<file path="src/rtl/vgmcsp_pkg.sv">
// Shared types and command codes for the command stream parser.
// No dependencies; imported by the decode, filter and top-level modules.
`default_nettype none

package vgmcsp_pkg;

  localparam logic [7:0] CODE_PSG_WRITE  = 8'h50;
  localparam logic [7:0] CODE_WAIT_WORD  = 8'h61;
  localparam logic [7:0] CODE_WAIT_60HZ  = 8'h62;
  localparam logic [7:0] CODE_WAIT_50HZ  = 8'h63;
  localparam logic [7:0] CODE_END        = 8'h66;
  localparam logic [7:0] CODE_DATA_BLOCK = 8'h67;
  localparam logic [7:0] CODE_PCM_WRITE  = 8'h68;

  localparam logic [15:0] WAIT_60HZ_SAMPLES = 16'd735;
  localparam logic [15:0] WAIT_50HZ_SAMPLES = 16'd882;

  // data block header: code, 0x66 marker, type, then 4 size bytes
  localparam logic [31:0] DATA_BLOCK_HDR_LEN = 32'd7;
  localparam logic [31:0] DATA_BLOCK_SIZE_IDX = 32'd6;
  localparam logic [30:0] DATA_BLOCK_SIZE_MASK = 31'h7FFF_FFFF;

  localparam logic [31:0] START_OFFSET_RESET = 32'd64;

  typedef struct packed {
    logic [3:0] len;
    logic       known;
  } cmd_info_t;

  typedef struct packed {
    logic [7:0] code;
    logic [7:0] reg_addr;
    logic [7:0] reg_data;
    logic [7:0] third;
  } filter_in_t;

endpackage

`default_nettype wire

</file>
<file path="src/rtl/vgmcsp_core.sv">
// Top level of the command stream parser: input register, parse logic, result register.
// Depends on vgmcsp_pkg, vgmcsp_cmd_decode and vgmcsp_filter.
`default_nettype none

// A result word passes the input register, which takes its closing byte, then
// the result register. Throughput: one byte per cycle unless out_stall holds a
// result; the parse state updates in a single pass of table decode, the data
// block length add, one compare and the counter adds.
// A byte that completes no kept command gives no result; after end of data
// every byte is taken and discarded until reset.
// Reset (synchronous): all counters cleared, byte position back to 64.
module vgm_command_stream_parser_core (
  input  wire logic        clk,
  input  wire logic        rst,
  input  wire logic        in_valid,
  output logic             in_stall,
  input  wire logic [7:0]  data_byte,
  input  wire logic        cfg_valid,
  output logic             cfg_ready,
  input  wire logic [31:0] start_offset,
  output logic             out_valid,
  input  wire logic        out_stall,
  output logic [31:0]      cmd_position,
  output logic [31:0]      sample_count,
  output logic [3:0]       cmd_length,
  output logic [7:0]       cmd_code,
  output logic [31:0]      param_value,
  output logic             is_end,
  output logic             is_unknown
);
  import vgmcsp_pkg::*;

  // input register
  logic       s1_valid;
  logic [7:0] s1_byte;

  // parse state
  logic [7:0]  current_code;
  logic [31:0] byte_index;
  logic [31:0] command_length;
  logic [23:0] first_params;
  logic [31:0] packed_value;
  logic [31:0] sample_total;
  logic [31:0] byte_position;
  logic        stopped;
  logic        code_known;

  logic [7:0]  code_eff;
  logic [31:0] len_eff;
  logic [23:0] fp_eff;
  logic [31:0] pv_eff;
  logic [15:0] addend;
  logic [31:0] idx_inc;
  logic        known_eff;
  logic        code_phase;
  logic        done;
  logic        drop;
  logic        emit;
  logic        s1_go;
  logic [31:0] size_le;

  cmd_info_t  dec_info;
  filter_in_t fin;

  vgmcsp_cmd_decode u_decode (
    .code (s1_byte),
    .info (dec_info)
  );

  assign fin = '{code: code_eff, reg_addr: fp_eff[23:16], reg_data: fp_eff[15:8],
                 third: fp_eff[7:0]};

  vgmcsp_filter u_filter (
    .fin  (fin),
    .drop (drop)
  );

  assign code_phase = (byte_index == 32'd0);
  assign idx_inc    = byte_index + 32'd1;

  always_comb begin
    pv_eff  = {packed_value[23:0], s1_byte};
    size_le = {pv_eff[7:0], pv_eff[15:8], pv_eff[23:16], pv_eff[31:24]};
    addend  = 16'd0;
    if (code_phase) begin
      code_eff  = s1_byte;
      len_eff   = {28'd0, dec_info.len};
      known_eff = dec_info.known;
      fp_eff    = 24'd0;
      pv_eff    = 32'd0;
      if (s1_byte == CODE_WAIT_60HZ) begin
        addend = WAIT_60HZ_SAMPLES;
      end else if (s1_byte == CODE_WAIT_50HZ) begin
        addend = WAIT_50HZ_SAMPLES;
      end else if (s1_byte[7:4] == 4'h7) begin
        addend = {12'd0, s1_byte[3:0]} + 16'd1;
      end else if (s1_byte[7:4] == 4'h8) begin
        addend = {12'd0, s1_byte[3:0]};
      end
    end else begin
      code_eff  = current_code;
      known_eff = code_known;
      fp_eff    = first_params;
      case (byte_index[1:0])
        2'd1:    if (byte_index[31:2] == 30'd0) fp_eff[23:16] = s1_byte;
        2'd2:    if (byte_index[31:2] == 30'd0) fp_eff[15:8] = s1_byte;
        2'd3:    if (byte_index[31:2] == 30'd0) fp_eff[7:0] = s1_byte;
        default: fp_eff = first_params;
      endcase
      if (current_code == CODE_DATA_BLOCK && byte_index == DATA_BLOCK_SIZE_IDX) begin
        len_eff = DATA_BLOCK_HDR_LEN + {1'b0, size_le[30:0] & DATA_BLOCK_SIZE_MASK};
      end else begin
        len_eff = command_length;
      end
      // word wait is little endian in parameter bytes 1 and 2
      if (current_code == CODE_WAIT_WORD && idx_inc >= len_eff) begin
        addend = {pv_eff[7:0], pv_eff[15:8]};
      end
    end
  end

  assign done  = (idx_inc >= len_eff);
  assign emit  = s1_valid && !stopped && done && (code_eff == CODE_END || !drop);
  assign s1_go = s1_valid && (!emit || !out_valid || !out_stall);

  assign in_stall  = s1_valid && !s1_go;
  assign cfg_ready = 1'b1;

  always_ff @(posedge clk) begin
    if (rst) begin
      s1_valid <= 1'b0;
    end else if (!in_stall) begin
      s1_valid <= in_valid;
    end
    if (!in_stall && in_valid) begin
      s1_byte <= data_byte;
    end
  end

  always_ff @(posedge clk) begin
    if (rst) begin
      current_code   <= 8'd0;
      byte_index     <= 32'd0;
      command_length <= 32'd0;
      first_params   <= 24'd0;
      packed_value   <= 32'd0;
      sample_total   <= 32'd0;
      byte_position  <= START_OFFSET_RESET;
      stopped        <= 1'b0;
      code_known     <= 1'b1;
    end else begin
      if (s1_go && !stopped) begin
        current_code   <= code_eff;
        code_known     <= known_eff;
        command_length <= len_eff;
        first_params   <= fp_eff;
        packed_value   <= pv_eff;
        sample_total   <= sample_total + {16'd0, addend};
        if (done) begin
          byte_index    <= 32'd0;
          byte_position <= byte_position + len_eff;
          if (code_eff == CODE_END) begin
            stopped <= 1'b1;
          end
        end else begin
          byte_index <= idx_inc;
        end
      end
      if (cfg_valid && cfg_ready) begin
        byte_position <= start_offset;
      end
    end
  end

  // result register
  always_ff @(posedge clk) begin
    if (rst) begin
      out_valid <= 1'b0;
    end else if (s1_go && emit) begin
      out_valid <= 1'b1;
    end else if (!out_stall) begin
      out_valid <= 1'b0;
    end
    if (s1_go && emit) begin
      cmd_position <= byte_position;
      sample_count <= sample_total + {16'd0, addend};
      cmd_length   <= len_eff[3:0];
      cmd_code     <= code_eff;
      param_value  <= pv_eff;
      is_end       <= (code_eff == CODE_END);
      is_unknown   <= !known_eff;
    end
  end

endmodule

`default_nettype wire

</file>
<file path="src/rtl/vgmcsp_cmd_decode.sv">
// Command length table: code byte -> length in bytes and known flag.
// Depends on vgmcsp_pkg.
`default_nettype none

module vgmcsp_cmd_decode (
  input  wire logic [7:0]             code,
  output vgmcsp_pkg::cmd_info_t       info
);
  import vgmcsp_pkg::*;

  always_comb begin
    info.known = 1'b1;
    info.len   = 4'd1;
    if (code >= 8'h70 && code <= 8'h8F) begin
      info.len = 4'd1;
    end else begin
      case (code)
        CODE_END, CODE_WAIT_60HZ, CODE_WAIT_50HZ: info.len = 4'd1;
        CODE_WAIT_WORD:                           info.len = 4'd3;
        CODE_PSG_WRITE:                           info.len = 4'd2;
        CODE_DATA_BLOCK:                          info.len = 4'd7;
        CODE_PCM_WRITE:                           info.len = 4'd12;
        8'h90, 8'h91, 8'h95:                      info.len = 4'd5;
        8'h92:                                    info.len = 4'd6;
        8'h93:                                    info.len = 4'd11;
        8'h94:                                    info.len = 4'd2;
        8'h41:                                    info.len = 4'd3;
        default: begin
          case (code[7:4])
            4'h3, 4'h4:       info.len = 4'd2;
            4'h5, 4'hA, 4'hB: info.len = 4'd3;
            4'hC, 4'hD:       info.len = 4'd4;
            4'hE, 4'hF:       info.len = 4'd5;
            default: begin
              info.len   = 4'd1;
              info.known = 1'b0;
            end
          endcase
        end
      endcase
    end
  end

endmodule

`default_nettype wire

</file>
<file path="src/rtl/vgmcsp_filter.sv">
// Register filter: flags completed commands whose words are dropped.
// Depends on vgmcsp_pkg.
`default_nettype none

module vgmcsp_filter (
  input  wire vgmcsp_pkg::filter_in_t fin,
  output logic                        drop
);
  import vgmcsp_pkg::*;

  logic [7:0] c;
  logic [7:0] r;
  logic [7:0] v;
  logic [7:0] p3;
  logic       opn_code;
  logic       opn_reg;

  assign c  = fin.code;
  assign r  = fin.reg_addr;
  assign v  = fin.reg_data;
  assign p3 = fin.third;

  assign opn_code = (c == 8'h52) || (c == 8'h53) || (c == 8'h55) ||
                    (c == 8'h56) || (c == 8'h58);
  assign opn_reg  = (r == 8'h2A) || (r >= 8'h24 && r <= 8'h27) ||
                    ((r & 8'hBC) == 8'hB4) || (r == 8'h0E) || (r == 8'h0F);

  always_comb begin
    drop = 1'b0;
    if (c >= 8'h60 && c <= 8'h8F) drop = 1'b1;
    if (opn_code && opn_reg) drop = 1'b1;
    if (c == 8'h58 && (r == 8'h1C || (r >= 8'h19 && r <= 8'h1B) ||
                       r <= 8'h05 || (r >= 8'h08 && r <= 8'h0A)))
      drop = 1'b1;
    if (c == 8'h54 && r >= 8'h10 && r <= 8'h14) drop = 1'b1;
    if (((c >= 8'h5A && c <= 8'h5C) || c == 8'h5E) && r >= 8'h02 && r <= 8'h04)
      drop = 1'b1;
    if (c == 8'h5D && (r & 8'hE3) == 8'h03) drop = 1'b1;
    if (c == 8'hC1 || c == 8'hC2) drop = 1'b1;
    if (c == 8'hA0 && (r == 8'h0E || r == 8'h0F)) drop = 1'b1;
    if ((c == 8'hB0 || c == 8'hB1) && r == 8'h07) drop = 1'b1;
    if (c == 8'hB2 && (r & 8'hF0) >= 8'h20 && (r & 8'hF0) <= 8'h40) drop = 1'b1;
    if (c == 8'hD1 && r == 8'h06) drop = 1'b1;
    if (c == 8'hD4 && (r & 8'h7F) == 8'h01 && (v & 8'hF0) == 8'hF0) drop = 1'b1;
    if (c == 8'hB7 && r == 8'h01) drop = 1'b1;
    if (c == 8'hB5 && r >= 8'h01) drop = 1'b1;
    if (c == 8'hC4 && p3 >= 8'h80) drop = 1'b1;
  end

endmodule

`default_nettype wire

</file>
<file path="config.mk">
export PLATFORM = sky130hd
export DESIGN_NAME = vgm_command_stream_parser_core
export DESIGN_NICKNAME = d
export VERILOG_FILES = /design/src/rtl/vgmcsp_pkg.sv /design/src/rtl/vgmcsp_core.sv /design/src/rtl/vgmcsp_cmd_decode.sv /design/src/rtl/vgmcsp_filter.sv
export SDC_FILE = /design/constraint.sdc
export NUM_CORES = 1
export LEC_CHECK = 0
export BUFFER_PORTS_ARGS = -buffer_cell sky130_fd_sc_hd__buf_4
export CAP_MARGIN = 25
export CORE_UTILIZATION = 43
export DETAILED_ROUTE_END_ITERATION = 10
export PLACE_DENSITY = 0.64
export SETUP_SLACK_MARGIN = 0.05
export SLEW_MARGIN = 0
export SYNTH_ARGS = -nofsm -noshare
export SYNTH_HDL_FRONTEND = slang
export SYNTH_HIERARCHICAL = 1
export SYNTH_SLANG_ARGS = --single-unit
</file>
<file path="constraint.sdc">
create_clock -name clk -period 26 [get_ports clk]
set_input_delay 3.9 -clock clk [delete_from_list [all_inputs] [get_ports clk]]
set_output_delay 3.9 -clock clk [all_outputs]
set_load 0.01 [all_outputs]
</file>
==> reports/summary.txt <==
fmax - 108 MHz
WL met3 - 2730 um
max-slew violations - 0
H-tree Lvls - 2
Slew HR - 0.293
first-pass GRT wire length - 77600 um
Die Span Y - 206 um
Power Density - 58.2 mW/mm^2
routed length on met2 - 23200 um
cells along the critical path - nor4_1 -> nand4_1 -> nor4_4 -> buf_4 -> nand3_1 -> o21ai_0 -> nor2_1 -> a21oi_1 -> ha_1 -> a211o_1 -> a31oi_1 -> o41ai_1 -> a211o_1 -> a41o_1 -> buf_4 -> and3_1 -> buf_4
design area - 0.0206 mm^2
dpl ws - 17350 ps
CTS tree - done
Worst setup EP type - output pin
commonest non-fill, non-tap cell in the layout - nand2_1
area delta synth->final - 14.8%
Mapped Area - 0.0180 mm^2
largest net degree at the start of global routing - 94
grt ovf - 0
die footprint - 0.0426 mm^2
gr usage total - 0.229
status - finished with violations
crit-path max cell delay - 640 ps
CTS-repair resized insts - 0
CTS clk-pin slew, worst paths - 60 ps
number of port buffers - 156
post-synthesis cell count - 2104
I/O pin count - 158
Pleak - 8.10 nW
slowest cell on the critical path - o41ai_1
Critical Path Fanout Max - 64
most frequent cells in the layout - nand2_1, a21oi_1, nor2_1, dfxtp_1, buf_4
Max Used Layer - met4
MaxCap Viol Count - 0
crit start category - register
Final WS setup - 16770 ps
Starting Density - 0.438
vias in the first global route - 14500
drt wl/cell - 17.9 um
Num CTS Buffers - 35
most used cell, CP - buf_4
fin cells - 2749
routed wire length - 49100 um
Worst Max-Slew Pin Slew - 1060 ps
core area - 0.0410 mm^2
required time of the critical path - 22100 ps
post-synth net total - 2269
setup TNS - 0 ps
Max clock buf depth - 3
fin crit period - 9230 ps
Setup Buffers After CTS - 0
RSZ-0062 raised after global routing - false
DRT iter0 DRCs - 1310
DRT Pass-1 Iters - 9
vias per cell - 5.62
routed length on met1 - 22000 um
syn avg cell area - 8.54 um^2
dpl cells - 2684
placed instance area - 0.0194 mm^2
layout cells sized above 1 - 0.126
vias post-DR - 15400
Max IR drop VDD - 36.3 uV
Hold WC Path Type - register to register
post-DP HPWL - 34800 um
Nets - 2355
initial antenna violation count - 0
row count - 74
clk sinks - 295
Clk Latency, worst-skew pair - 540 ps
gp weighted congestion - 0.918
CP Class - register to output pin
final setup vio count - 0
Crit path arrival time - 5330 ps
failing checks - DRC
Final Skew - 30.3 ps
DRC errors left - 20
root buffer cell - clkbuf_16
diode count - 0
Ys Warns - 6
Final period util - 0.355
Post-CTS Hold Buffers - 0
Fillers - 3868
final hold vios - 0
die width - 206 um
Detail Route Antenna Nets - 0
## final cells by class
| cell class | count | area [um^2] | share of cell area |
|---|---|---|---|
| flip-flops and latches | 295 | 7090 | 0.344 |
| multi-input cells | 1620 | 10100 | 0.490 |
| repair buffers | 173 | 1300 | 0.0630 |
| clock inverters | 22 | 284 | 0.0138 |
| inverters | 65 | 244 | 0.0118 |
| clock buffers | 42 | 943 | 0.0457 |
| well taps | 532 | 666 | 0.0323 |
## stage by stage
step	hold slack, ps	power (mW)	util
final	452	1.20	0.503
after global routing	470	1.25	0.503
after CTS	452	1.21	0.503
after floorplan	432	0.632	-
after detailed placement	444	0.687	0.473
after global placement	440	0.685	0.473
## worst max-delay path: cells and delay by family, from the launching register on
kind / cells / cell delay, ps
adders and majority gates: 1 / 210
and+or+nand+nor: 6 / 1550
DFF: 1 / 360
AOI/OAI and AO/OA: 7 / 1620
buffers and inverters: 3 / 1030
## registers in the layout, indices dropped and copies added (netlist names)
signal / cells
byte_index: 32
byte_position: 32
cmd_code: 8
cmd_length: 4
cmd_position: 32
code_known: 1
command_length: 32
current_code: 8
first_params: 13
is_end: 1
is_unknown: 1
out_valid: 1
packed_value: 24
param_value: 32
s1_byte: 8
s1_valid: 1
sample_count: 32
sample_total: 32
stopped: 1
## path summary, 6_finish.rpt
path,cells after the start,end,start,slack [ps]
hold / removal,2,command_length[29]$_SDFFE_PP0P_,command_length[29]$_SDFFE_PP0P_,450
setup / recovery,17,in_stall,byte_index[17]$_SDFFE_PP0P_,16770
setup reg to reg,26,sample_total[30]$_SDFFE_PP0P_,byte_index[0]$_SDFFE_PP0P_,18190
hold reg to reg,2,command_length[29]$_SDFFE_PP0P_,command_length[29]$_SDFFE_PP0P_,450
## report_power, final
group	switching, mW	internal, mW	leakage [nW]
registers	0.0148	0.507	2.54
logic	0.0994	0.0563	4.96
clock network	0.202	0.321	0.600
total	0.316	0.884	8.10
## per-layer routing
| layer | vias to the layer above | GRT usage |
|---|---|---|
| met5 | - | 0 |
| met4 | 0 | 0.0662 |
| met3 | 72 | 0.0296 |
| met2 | 436 | 0.381 |
| met1 | 7356 | 0.310 |
| li1 | 7584 | - |
Power figures use the tool's default switching activity.
